[src/hw/rtl/stu_pkg.sv]
// ----------------------------------------------------------------------------
// stu_pkg
// Shared types and constants for the source text tokenizer.
// ----------------------------------------------------------------------------
`default_nettype none

package stu_pkg;

    localparam int POSITION_BITS = 16;
    localparam int LENGTH_BITS   = 8;

    localparam logic [4:0] KIND_END    = 5'd0;
    localparam logic [4:0] KIND_IDENT  = 5'd1;
    localparam logic [4:0] KIND_NUMBER = 5'd2;
    localparam logic [4:0] KIND_FN     = 5'd3;
    localparam logic [4:0] KIND_IF     = 5'd4;
    localparam logic [4:0] KIND_LET    = 5'd5;
    localparam logic [4:0] KIND_ELSE   = 5'd6;
    localparam logic [4:0] KIND_ARROW  = 5'd7;
    localparam logic [4:0] KIND_EQ     = 5'd8;
    localparam logic [4:0] KIND_NE     = 5'd9;
    localparam logic [4:0] KIND_INC    = 5'd10;
    localparam logic [4:0] KIND_DEC    = 5'd11;
    localparam logic [4:0] KIND_LAND   = 5'd12;
    localparam logic [4:0] KIND_LOR    = 5'd13;
    localparam logic [4:0] KIND_LE     = 5'd14;
    localparam logic [4:0] KIND_GE     = 5'd15;
    localparam logic [4:0] KIND_SHR    = 5'd16;
    localparam logic [4:0] KIND_SHL    = 5'd17;
    localparam logic [4:0] KIND_SINGLE = 5'd18;

    typedef struct packed {
        logic [7:0] char_byte;
        logic       end_of_input;
    } src_item_t;

    typedef struct packed {
        logic [4:0]               token_kind;
        logic [7:0]               single_char;
        logic [POSITION_BITS-1:0] token_start;
        logic [LENGTH_BITS-1:0]   token_length;
        logic                     last;
    } tok_item_t;

    // up to two tokens produced by one source byte
    typedef struct packed {
        logic [1:0] count;
        tok_item_t  first;
        tok_item_t  second;
    } tok_push_t;

endpackage

`default_nettype wire

[src/hw/rtl/source_text_tokenizer_unit.sv]
// ----------------------------------------------------------------------------
// source_text_tokenizer_unit
// Streaming lexer: source bytes in, tokens (kind, start, length) out.
// ----------------------------------------------------------------------------
// Usage:
//   src channel: one source byte or an end marker per transaction
//     (src_valid / src_stall / src_item).
//   tok channel: one token per transaction (tok_valid / tok_stall /
//     tok_item); the last flag marks the final token of a source byte.
//   A byte is decided in the cycle it is accepted; its tokens are written
//   into a four-entry queue register and are offered on tok from there.
//   One byte per cycle is taken while the queue holds at most two tokens,
//   so throughput is one byte per cycle, bounded by the tok port's one
//   token per cycle when bytes end tokens back to back (at most two
//   tokens per byte).
//   While tok is stalled the head token holds and the queue fills; src
//   stalls once fewer than two free entries remain.
//   Reset empties the queue and returns the lexer to idle at position 0;
//   an end marker returns the lexer there after emitting its tokens.
// ----------------------------------------------------------------------------
`default_nettype none

module source_text_tokenizer_unit (
    input  wire logic              clk,
    input  wire logic              rst_n,
    input  wire logic              src_valid,
    output logic                   src_stall,
    input  wire stu_pkg::src_item_t src_item,
    output logic                   tok_valid,
    input  wire logic              tok_stall,
    output stu_pkg::tok_item_t     tok_item
);

    stu_pkg::tok_push_t push;
    logic               room;
    logic               accept;

    assign src_stall = !room;
    assign accept    = src_valid && room;

    stu_lexer u_lexer (
        .clk    (clk),
        .rst_n  (rst_n),
        .accept (accept),
        .item   (src_item),
        .push   (push)
    );

    stu_token_queue u_queue (
        .clk       (clk),
        .rst_n     (rst_n),
        .push      (push),
        .room      (room),
        .tok_valid (tok_valid),
        .tok_stall (tok_stall),
        .tok_item  (tok_item)
    );

endmodule

`default_nettype wire

[src/hw/rtl/stu_lexer.sv]
// ----------------------------------------------------------------------------
// stu_lexer
// Lexer state and per-byte token decision; yields zero to two tokens per byte.
// ----------------------------------------------------------------------------
`default_nettype none

module stu_lexer (
    input  wire logic              clk,
    input  wire logic              rst_n,
    input  wire logic              accept,
    input  wire stu_pkg::src_item_t item,
    output stu_pkg::tok_push_t     push
);

    localparam int PB = stu_pkg::POSITION_BITS;
    localparam int LB = stu_pkg::LENGTH_BITS;

    localparam logic [1:0] MODE_IDLE   = 2'd0;
    localparam logic [1:0] MODE_IDENT  = 2'd1;
    localparam logic [1:0] MODE_NUMBER = 2'd2;
    localparam logic [1:0] MODE_OPER   = 2'd3;

    // keyword tracker codes
    localparam logic [3:0] TRK_NONE = 4'd0;
    localparam logic [3:0] TRK_F    = 4'd1;
    localparam logic [3:0] TRK_FN   = 4'd2;
    localparam logic [3:0] TRK_I    = 4'd3;
    localparam logic [3:0] TRK_IF   = 4'd4;
    localparam logic [3:0] TRK_L    = 4'd5;
    localparam logic [3:0] TRK_LE   = 4'd6;
    localparam logic [3:0] TRK_LET  = 4'd7;
    localparam logic [3:0] TRK_E    = 4'd8;
    localparam logic [3:0] TRK_EL   = 4'd9;
    localparam logic [3:0] TRK_ELS  = 4'd10;
    localparam logic [3:0] TRK_ELSE = 4'd11;

    localparam logic [7:0] CH_UNDER = 8'h5F;
    localparam logic [7:0] CH_MINUS = 8'h2D;
    localparam logic [7:0] CH_EQ    = 8'h3D;
    localparam logic [7:0] CH_BANG  = 8'h21;
    localparam logic [7:0] CH_PLUS  = 8'h2B;
    localparam logic [7:0] CH_AMP   = 8'h26;
    localparam logic [7:0] CH_BAR   = 8'h7C;
    localparam logic [7:0] CH_LT    = 8'h3C;
    localparam logic [7:0] CH_GT    = 8'h3E;
    localparam logic [7:0] CH_E     = 8'h65;
    localparam logic [7:0] CH_F     = 8'h66;
    localparam logic [7:0] CH_I     = 8'h69;
    localparam logic [7:0] CH_L     = 8'h6C;
    localparam logic [7:0] CH_N     = 8'h6E;
    localparam logic [7:0] CH_S     = 8'h73;
    localparam logic [7:0] CH_T     = 8'h74;

    localparam logic [LB-1:0] LEN_MAX = {LB{1'b1}};
    localparam logic [LB-1:0] LEN_ONE = LB'(1);
    localparam logic [LB-1:0] LEN_TWO = LB'(2);

    localparam logic [4:0] KIND_END = stu_pkg::KIND_END;

    function automatic logic is_space(input logic [7:0] c);
        is_space = (c == 8'd32) || (c >= 8'd9 && c <= 8'd13);
    endfunction

    function automatic logic is_letter(input logic [7:0] c);
        is_letter = (c >= 8'd65 && c <= 8'd90) || (c >= 8'd97 && c <= 8'd122);
    endfunction

    function automatic logic is_digit(input logic [7:0] c);
        is_digit = (c >= 8'd48 && c <= 8'd57);
    endfunction

    function automatic logic is_op_start(input logic [7:0] c);
        is_op_start = (c == CH_MINUS) || (c == CH_EQ) || (c == CH_BANG) ||
                      (c == CH_PLUS) || (c == CH_AMP) || (c == CH_BAR) ||
                      (c == CH_LT) || (c == CH_GT);
    endfunction

    function automatic logic [4:0] pair_kind(input logic [7:0] a, input logic [7:0] b);
        logic [4:0] k;
        k = KIND_END;
        case (a)
            CH_MINUS: k = (b == CH_GT) ? stu_pkg::KIND_ARROW :
                          (b == CH_MINUS) ? stu_pkg::KIND_DEC : stu_pkg::KIND_END;
            CH_EQ:    k = (b == CH_EQ) ? stu_pkg::KIND_EQ : stu_pkg::KIND_END;
            CH_BANG:  k = (b == CH_EQ) ? stu_pkg::KIND_NE : stu_pkg::KIND_END;
            CH_PLUS:  k = (b == CH_PLUS) ? stu_pkg::KIND_INC : stu_pkg::KIND_END;
            CH_AMP:   k = (b == CH_AMP) ? stu_pkg::KIND_LAND : stu_pkg::KIND_END;
            CH_BAR:   k = (b == CH_BAR) ? stu_pkg::KIND_LOR : stu_pkg::KIND_END;
            CH_LT:    k = (b == CH_EQ) ? stu_pkg::KIND_LE :
                          (b == CH_LT) ? stu_pkg::KIND_SHL : stu_pkg::KIND_END;
            CH_GT:    k = (b == CH_EQ) ? stu_pkg::KIND_GE :
                          (b == CH_GT) ? stu_pkg::KIND_SHR : stu_pkg::KIND_END;
            default:  k = stu_pkg::KIND_END;
        endcase
        pair_kind = k;
    endfunction

    function automatic logic [3:0] track_first(input logic [7:0] c);
        logic [3:0] t;
        case (c)
            CH_F:    t = TRK_F;
            CH_I:    t = TRK_I;
            CH_L:    t = TRK_L;
            CH_E:    t = TRK_E;
            default: t = TRK_NONE;
        endcase
        track_first = t;
    endfunction

    function automatic logic [3:0] track_step(input logic [3:0] t, input logic [7:0] c);
        logic [3:0] r;
        r = TRK_NONE;
        if (t == TRK_F && c == CH_N)        r = TRK_FN;
        else if (t == TRK_I && c == CH_F)   r = TRK_IF;
        else if (t == TRK_L && c == CH_E)   r = TRK_LE;
        else if (t == TRK_LE && c == CH_T)  r = TRK_LET;
        else if (t == TRK_E && c == CH_L)   r = TRK_EL;
        else if (t == TRK_EL && c == CH_S)  r = TRK_ELS;
        else if (t == TRK_ELS && c == CH_E) r = TRK_ELSE;
        track_step = r;
    endfunction

    logic [1:0]    mode_reg,  mode_next;
    logic [7:0]    pend_reg,  pend_next;
    logic [3:0]    track_reg, track_next;
    logic [LB-1:0] len_reg,   len_next;
    logic [PB-1:0] start_reg, start_next;
    logic [PB-1:0] pos_reg,   pos_next;

    stu_pkg::tok_item_t flush_tok;
    stu_pkg::tok_item_t second_tok;
    logic               flush_v;
    logic               second_v;
    logic [7:0]         c;
    logic [4:0]         pk;

    // token that a pending run would produce if it ended now
    always_comb
    begin
        flush_tok             = '0;
        flush_tok.token_start = start_reg;
        flush_tok.token_length = len_reg;
        case (mode_reg)
            MODE_IDENT:
            begin
                case (track_reg)
                    TRK_FN:   flush_tok.token_kind = stu_pkg::KIND_FN;
                    TRK_IF:   flush_tok.token_kind = stu_pkg::KIND_IF;
                    TRK_LET:  flush_tok.token_kind = stu_pkg::KIND_LET;
                    TRK_ELSE: flush_tok.token_kind = stu_pkg::KIND_ELSE;
                    default:  flush_tok.token_kind = stu_pkg::KIND_IDENT;
                endcase
            end
            MODE_NUMBER: flush_tok.token_kind = stu_pkg::KIND_NUMBER;
            MODE_OPER:
            begin
                flush_tok.token_kind   = stu_pkg::KIND_SINGLE;
                flush_tok.single_char  = pend_reg;
                flush_tok.token_length = LEN_ONE;
            end
            default: flush_tok.token_kind = KIND_END;
        endcase
    end

    always_comb
    begin
        c            = item.char_byte;
        pk           = pair_kind(pend_reg, c);
        mode_next    = mode_reg;
        pend_next    = pend_reg;
        track_next   = track_reg;
        len_next     = len_reg;
        start_next   = start_reg;
        pos_next     = pos_reg;
        flush_v      = 1'b0;
        second_v     = 1'b0;
        second_tok   = '0;

        if (accept)
        begin
            if (item.end_of_input)
            begin
                flush_v                 = (mode_reg != MODE_IDLE);
                second_v                = 1'b1;
                second_tok.token_kind   = KIND_END;
                second_tok.token_start  = pos_reg;
                mode_next    = MODE_IDLE;
                pend_next    = '0;
                track_next   = TRK_NONE;
                len_next     = '0;
                start_next   = '0;
                pos_next     = '0;
            end
            else
            begin
                pos_next = pos_reg + PB'(1);
                if (mode_reg == MODE_IDENT && (is_letter(c) || is_digit(c) || c == CH_UNDER))
                begin
                    track_next = track_step(track_reg, c);
                    if (len_reg != LEN_MAX)
                        len_next = len_reg + LEN_ONE;
                end
                else if (mode_reg == MODE_NUMBER && (is_digit(c) || c == CH_UNDER))
                begin
                    if (len_reg != LEN_MAX)
                        len_next = len_reg + LEN_ONE;
                end
                else if (mode_reg == MODE_OPER && pk != KIND_END)
                begin
                    second_v                = 1'b1;
                    second_tok.token_kind   = pk;
                    second_tok.token_start  = start_reg;
                    second_tok.token_length = LEN_TWO;
                    mode_next = MODE_IDLE;
                    pend_next = '0;
                    len_next  = '0;
                end
                else
                begin
                    // close the pending run, then start from this byte
                    flush_v      = (mode_reg != MODE_IDLE);
                    mode_next    = MODE_IDLE;
                    pend_next    = '0;
                    track_next   = TRK_NONE;
                    len_next     = '0;
                    if (!is_space(c))
                    begin
                        start_next = pos_reg;
                        len_next   = LEN_ONE;
                        if (is_letter(c) || c == CH_UNDER)
                        begin
                            mode_next  = MODE_IDENT;
                            track_next = track_first(c);
                        end
                        else if (is_digit(c))
                            mode_next = MODE_NUMBER;
                        else if (is_op_start(c))
                        begin
                            mode_next = MODE_OPER;
                            pend_next = c;
                        end
                        else
                        begin
                            second_v                = 1'b1;
                            second_tok.token_kind   = stu_pkg::KIND_SINGLE;
                            second_tok.single_char  = c;
                            second_tok.token_start  = pos_reg;
                            second_tok.token_length = LEN_ONE;
                            len_next                = '0;
                        end
                    end
                end
            end
        end
    end

    always_comb
    begin
        push = '0;
        if (flush_v)
        begin
            push.count       = second_v ? 2'd2 : 2'd1;
            push.first       = flush_tok;
            push.first.last  = !second_v;
            push.second      = second_tok;
            push.second.last = 1'b1;
        end
        else if (second_v)
        begin
            push.count      = 2'd1;
            push.first      = second_tok;
            push.first.last = 1'b1;
        end
    end

    always_ff @(posedge clk or negedge rst_n)
    begin
        if (!rst_n)
        begin
            mode_reg  <= MODE_IDLE;
            pend_reg  <= '0;
            track_reg <= TRK_NONE;
            len_reg   <= '0;
            start_reg <= '0;
            pos_reg   <= '0;
        end
        else
        begin
            mode_reg  <= mode_next;
            pend_reg  <= pend_next;
            track_reg <= track_next;
            len_reg   <= len_next;
            start_reg <= start_next;
            pos_reg   <= pos_next;
        end
    end

endmodule

`default_nettype wire

[src/hw/rtl/stu_token_queue.sv]
// ----------------------------------------------------------------------------
// stu_token_queue
// Four-entry queue: takes up to two tokens per cycle, sends one unless stalled.
// ----------------------------------------------------------------------------
`default_nettype none

module stu_token_queue (
    input  wire logic              clk,
    input  wire logic              rst_n,
    input  wire stu_pkg::tok_push_t push,
    output logic                   room,
    output logic                   tok_valid,
    input  wire logic              tok_stall,
    output stu_pkg::tok_item_t     tok_item
);

    localparam int DEPTH = 4;
    localparam int AW    = $clog2(DEPTH);

    stu_pkg::tok_item_t mem [DEPTH];

    logic [AW-1:0] head_reg, head_next;
    logic [AW-1:0] tail_reg, tail_next;
    logic [AW:0]   count_reg, count_next;
    logic          pop;

    // room for a worst-case byte (two tokens)
    assign room      = (count_reg <= (AW+1)'(DEPTH - 2));
    assign tok_valid = (count_reg != '0);
    assign tok_item  = mem[head_reg];
    assign pop       = tok_valid && !tok_stall;

    always_comb
    begin
        head_next  = pop ? head_reg + AW'(1) : head_reg;
        tail_next  = tail_reg + AW'(push.count);
        count_next = count_reg + (AW+1)'(push.count) - (AW+1)'(pop);
    end

    always_ff @(posedge clk)
    begin
        if (push.count != 2'd0)
            mem[tail_reg] <= push.first;
        if (push.count == 2'd2)
            mem[tail_reg + AW'(1)] <= push.second;
    end

    always_ff @(posedge clk or negedge rst_n)
    begin
        if (!rst_n)
        begin
            head_reg  <= '0;
            tail_reg  <= '0;
            count_reg <= '0;
        end
        else
        begin
            head_reg  <= head_next;
            tail_reg  <= tail_next;
            count_reg <= count_next;
        end
    end

endmodule

`default_nettype wire
[config.mk]
export PLATFORM = sky130hd
export DESIGN_NAME = source_text_tokenizer_unit
export DESIGN_NICKNAME = d
export VERILOG_FILES = /design/src/hw/rtl/stu_pkg.sv /design/src/hw/rtl/source_text_tokenizer_unit.sv /design/src/hw/rtl/stu_lexer.sv /design/src/hw/rtl/stu_token_queue.sv
export SDC_FILE = /design/constraint.sdc
export NUM_CORES = 1
export LEC_CHECK = 0
export ABC_AREA = 1
export ABC_CLOCK_PERIOD_IN_PS = 12100
export BUFFER_PORTS_ARGS = -buffer_cell sky130_fd_sc_hd__buf_4
export CORE_MARGIN = 2
export CORE_UTILIZATION = 40
export DETAILED_ROUTE_END_ITERATION = 7
export PLACE_DENSITY = 0.55
export REMOVE_ABC_BUFFERS = 1
export SYNTH_ARGS = -nofsm -noshare
export SYNTH_HDL_FRONTEND = slang
export SYNTH_SLANG_ARGS = --single-unit
[constraint.sdc]
create_clock -name clk -period 12.1 [get_ports clk]
set_clock_uncertainty 0.1 [all_clocks]
set_input_delay 1.21 -clock clk [delete_from_list [all_inputs] [get_ports clk]]
set_output_delay 1.21 -clock clk [all_outputs]
set_load 0.02 [all_outputs]
# Word-level counts from Yosys, hierarchy flattened
# Memories as Yosys holds them, arrays and structs flattened.
# Cells that the tools add are included.
[classes]
add_sub_neg = 7
n_lt_le_gt_ge = 9
n_eq_ne = 47
n_mux = 97
n_reduce_logical = 39
[op_table]
columns = ["op", "count"]
rows = [
  ["37-bit 2-to-1 mux", 7],
  ["8-bit 2-to-1 mux", 21],
  ["8-bit by 6-bit == test with 1-bit output (second input constant)", 15],
  ["16-bit 2-to-1 mux", 7],
  ["8-bit by 7-bit == test with 1-bit output (second input constant)", 10],
  ["4-bit 2-to-1 mux", 19],
  ["40-bit 2-to-1 mux", 1],
  ["5-bit case mux with 8 select lines", 1],
  ["39-bit 2-to-1 mux", 1],
  ["38-bit 2-to-1 mux", 1],
  ["5-bit 2-to-1 mux", 7],
  ["24-bit 2-to-1 mux", 1],
  ["1-bit 2-to-1 mux", 19],
  ["2-bit 2-to-1 mux", 9],
  ["16-bit by 1-bit adder with 16-bit output (second input constant)", 1],
  ["4-bit by 3-bit == test with 1-bit output (second input constant)", 4],
  ["4-bit == test (second input constant)", 4],
  ["8-bit by 7-bit >= comparator with 1-bit output (second input constant)", 2],
  ["8-bit by 7-bit <= comparator with 1-bit output (second input constant)", 2],
  ["1-bit logical AND", 16],
  ["4-bit case mux with 4 select lines", 1],
  ["5-bit case mux with 3 select lines", 1],
  ["1-bit logical OR", 13],
  ["3-bit case mux with 4 select lines", 1],
  ["other kinds (23)", 35],
]
[word_totals]
regBits = 61
ram_bits = 152
output_inout_bits = 40
n_memories = 1
[mem_list]
columns = ["name", "words", "width", "read_ports", "rd_clocked_by_memory_dff", "write_ports", "line", "source"]
rows = [
  ["u_queue.mem", 4, 38, 1, 0, 2, "stu_token_queue.sv:20", "stu_pkg::tok_item_t mem [DEPTH];"],
]

# Depth between registers and ports, before layout
[logic_depth]
ltp_word = 22
depth_mapped = 24
ltp_nobuf = 23

# Hierarchy
# From an unflattened synthesis, not the netlist that was laid out.
[unflattened]
hier_cells = 1814
area_unflattened_um2 = 13292.7
[modules_own_cells]
columns = ["mod", "instances", "cells_each", "area_each_um2", "seq_area_each_um2"]
rows = [
  ["stu_token_queue", 1, 1050, 8491.9, 4739.5],
  ["stu_lexer", 1, 761, 4789.6, 1351.3],
  ["source_text_tokenizer_unit", 1, 3, 11.3, 0.0],
]

# Least setup slack after synthesis
# No wires, ideal clock.
[synth_path]
path_type = "input to register"
from = "input src_item[5] in the netlist's numbering"
to = "memory u_queue.mem[1][3] in the netlist's numbering"
setup_ps = 113
arrival_time_ps = 4653
required_ps = 11887
slack_ps = 7234
stages = 21
path_buffers = 2
cell_sequence = "buf_4 > nand2_2 > inv_1 > nand2_1 > nor2_4 > nand2_1 > nand2_1 > nor2_1 > nand2_1 > nor2_2 > nand3_2 > nand3_2 > nand3_4 > buf_4 > ha_1 > nor3_1 > inv_1 > nand2_1 > inv_1 > nand2_1 > nand2_1"
[synth_rtl]
columns = ["element", "line", "source"]
rows = [
  ["start: declaration", "source_text_tokenizer_unit.sv:28", "input wire stu_pkg::src_item_t src_item,"],
  ["end: declaration", "stu_token_queue.sv:20", ""],
]

==> flow_summary.json <==
{
  "ctsHoldBuffers": 0,
  "worstHoldPathCells": 2,
  "avgViaCountPerCell": 5.51,
  "dp.final_hpwl_um": 26800,
  "synth.distinct_cells": 46,
  "final_area_sq_um": 14000,
  "drc": 0,
  "period_needed_ns": 5.55,
  "mostFrequentLayoutCells": "421 x nand2_1, 232 x nor2_1, 155 x nand3_1",
  "start_util_pct": 40.6,
  "drive_gt1_share_pct": 10.5,
  "syn-cell-area_sq_um": 12400,
  "p_per_area_nw_per_um2": 208,
  "num_rows": 64,
  "cts_resized": 0,
  "p_leak_nw": 5.95,
  "setup_viol": 0,
  "fin_crit_sh_pct": 45.9,
  "insertion_delay_ns": 0.53,
  "arrival_ns": 5.87,
  "drv_cap": 0,
  "cts_buffer_depth": 3,
  "layout_commonest_cell": "nand2_1",
  "syn_to_final_growth_pct": 12.5,
  "stdcell_count": 2066,
  "seq_power_share_pct": 33.2,
  "r2r_cells": 15,
  "die_y_um": 180,
  "syn_inst": 1634,
  "synthTopCellsByArea": "edfxtp_1 31%, nand2_1 13%, dfrtp_1 12%",
  "h-tree-depth": 1,
  "hold_path.class": "flip-flop to flip-flop",
  "p_int_mw": 1.73,
  "utilization_pct": 45.6,
  "totalWireLength_um": 38900,
  "p_switching_mw": 1.17,
  "synth-main-ff-cell": "edfxtp_1",
  "diodes": 0,
  "placed_area_sq_um": 13100,
  "switching_share_pct": 40.4,
  "p_clk_share_pct": 27.8,
  "root_buffer": "clkbuf_16",
  "track_usage_pct": 23.9,
  "tightest_slew_ns": 1.21,
  "antenna_found_initial": 0,
  "post_drt_wl_per_cell_um": 18.8,
  "pre_cts_slack_ns": 6.00,
  "seq_area_frac_synth_pct": 47.2,
  "pwr-share-comb_pct": 39.0,
  "yosysWarnings": 0,
  "place.port_buffers": 52,
  "tns_ns": 0,
  "crit_path_end_kind": "flip-flop",
  "gp_congestion": 0.917,
  "avgSynthCellArea_sq_um": 7.59,
  "cp.required_ns": 12.42,
  "grt_pass1_wl_um": 62100,
  "cts_tree": "yes",
  "synth_edf_count": 128,
  "grt_setup_unrepaired": "no",
  "slew_violations": 0,
  "setup_slack_ns": 6.55,
  "hold_ws_ns": 0.347,
  "cts_setup_buffers": 0,
  "nNetsFinal": 1676,
  "ant_nets": 0,
  "grt_pass1_vias": 10700,
  "async_flop_share_pct": 28.6,
  "clkSinkCount": 213,
  "dr_total_vias": 11400,
  "clk_pin_slew_worst_paths_ns": 0.06,
  "core_area_sq_um": 30600,
  "placedCellCount": 2022,
  "outcome": "complete, no violations",
  "first_iter_violations": 1275,
  "firstDrtPassIters": 5,
  "synth_top_area_share_pct": 31.0,
  "io_pins": 53,
  "worst-setup-path-type": "input pin to flip-flop",
  "numCtsBuffers": 25,
  "max_freq_mhz": 180,
  "grt_max_degree": 62,
  "reg2reg_slack_ns": 6.84,
  "worstReg2RegEnd": "u_queue.mem[0][7]$_SDFFE_PP0P_",
  "ir_worst_vdd_mv": 0.101,
  "rr_startpoint": "u_queue.count_reg[2]$_DFF_PN0_",
  "grt_remaining_overflow": 0,
  "total_power_mw": 2.90,
  "die-area_sq_um": 32400,
  "crit_path_end": "u_queue.mem[0][7]$_SDFFE_PP0P_",
  "largest_reg_flops": 152,
  "ys_ff_latch": 213,
  "synth_top_area_cell": "edfxtp_1",
  "finalHoldViolCount": 0,
  "cp-start-kind": "input pin",
  "cp_max_fo": 36,
  "die_x_um": 180,
  "relSlewSlack_pct": 18.8,
  "cp-startpoint": "src_item[5]"
}
-- cell type report --
cell class              instances  area [sq um]
multi-input cells            1198          5650
inverters                     141           532
fillers                      3032         16600
repair buffers                 74           556
well taps                     396           495
clock buffers                  26           629
clock inverters                18           241
flip-flops and latches        213          5850
-- worst max-delay path, cell delays in order --
cell     delay, ns
buf_4         0.15
nand2_2       0.07
inv_1         0.05
nand2_1       0.14
nor2_4        0.08
nand2_1       0.08
nand2_1       0.06
nor2_1        0.08
nand2_1       0.13
nor2_2        0.12
nand3_2       0.34
nand3_2       0.59
nand3_4       0.54
ha_1          0.47
nor3_2        0.19
buf_4         0.41
inv_1         0.19
nand2_1       0.10
buf_4         0.46
inv_1         0.21
nand2_1       0.11
nand2_1       0.05
-- routing by layer --
metal / global-route usage [%] / vias up / wire length [um]
met1: 35.5 / 5399 / 18300
met5: 0 / - / 0
li1: - / 5551 / -
met4: 5.39 / 0 / 711
met3: 3.52 / 46 / 2710
met2: 36.9 / 381 / 17200
-- cells in the mapped netlist, types with 7 or more instances --
master / count
xor2_1: 7
nand3_1: 155
a21oi_1: 27
dfxtp_1: 24
buf_2: 9
o22ai_1: 43
nand4_1: 69
nor2_1: 233
edfxtp_1: 128
nand2_2: 13
inv_2: 20
ha_1: 9
buf_6: 9
inv_1: 118
dfrtp_1: 61
o21ai_0: 135
o31ai_1: 20
nor3_1: 27
nand2_1: 421
clkbuf_1: 58
-- kinds of logic after synthesis --
group	Yosys count	synth area share, %
adders and majority gates	10	1.07
DFF	213	47.2
buffers and inverters	223	7.55
AOI/OAI and AO/OA	237	10.7
xor gates and xnor gates	9	0.635
and+or+nand+nor	942	32.9
-- how the worst min path moves through the flow --
stage | from | endpoint | slack [ns]
after floorplan | u_queue.mem[1][3]$_SDFFE_PP0P_ | u_queue.mem[1][3]$_SDFFE_PP0P_ | 0.32
after global placement | u_queue.mem[2][5]$_SDFFE_PP0P_ | u_queue.mem[2][5]$_SDFFE_PP0P_ | 0.33
after detailed placement | u_queue.mem[2][6]$_SDFFE_PP0P_ | u_queue.mem[2][6]$_SDFFE_PP0P_ | 0.34
after CTS | u_queue.mem[2][6]$_SDFFE_PP0P_ | u_queue.mem[2][6]$_SDFFE_PP0P_ | 0.35
after global routing | u_queue.mem[1][6]$_SDFFE_PP0P_ | u_queue.mem[1][6]$_SDFFE_PP0P_ | 0.37
final | u_queue.mem[2][6]$_SDFFE_PP0P_ | u_queue.mem[2][6]$_SDFFE_PP0P_ | 0.35
-- power by group through the flow --
stage	logic, mW	registers, mW	clock network [mW]
floorplan	0.647	0.988	0
global placement	1.13	0.975	0
CTS	1.14	0.964	0.821
finish	1.13	0.965	0.808
detailed placement	1.13	0.978	0
global route	1.24	0.975	0.848
Note: power is estimated with default switching activity, not from simulation.
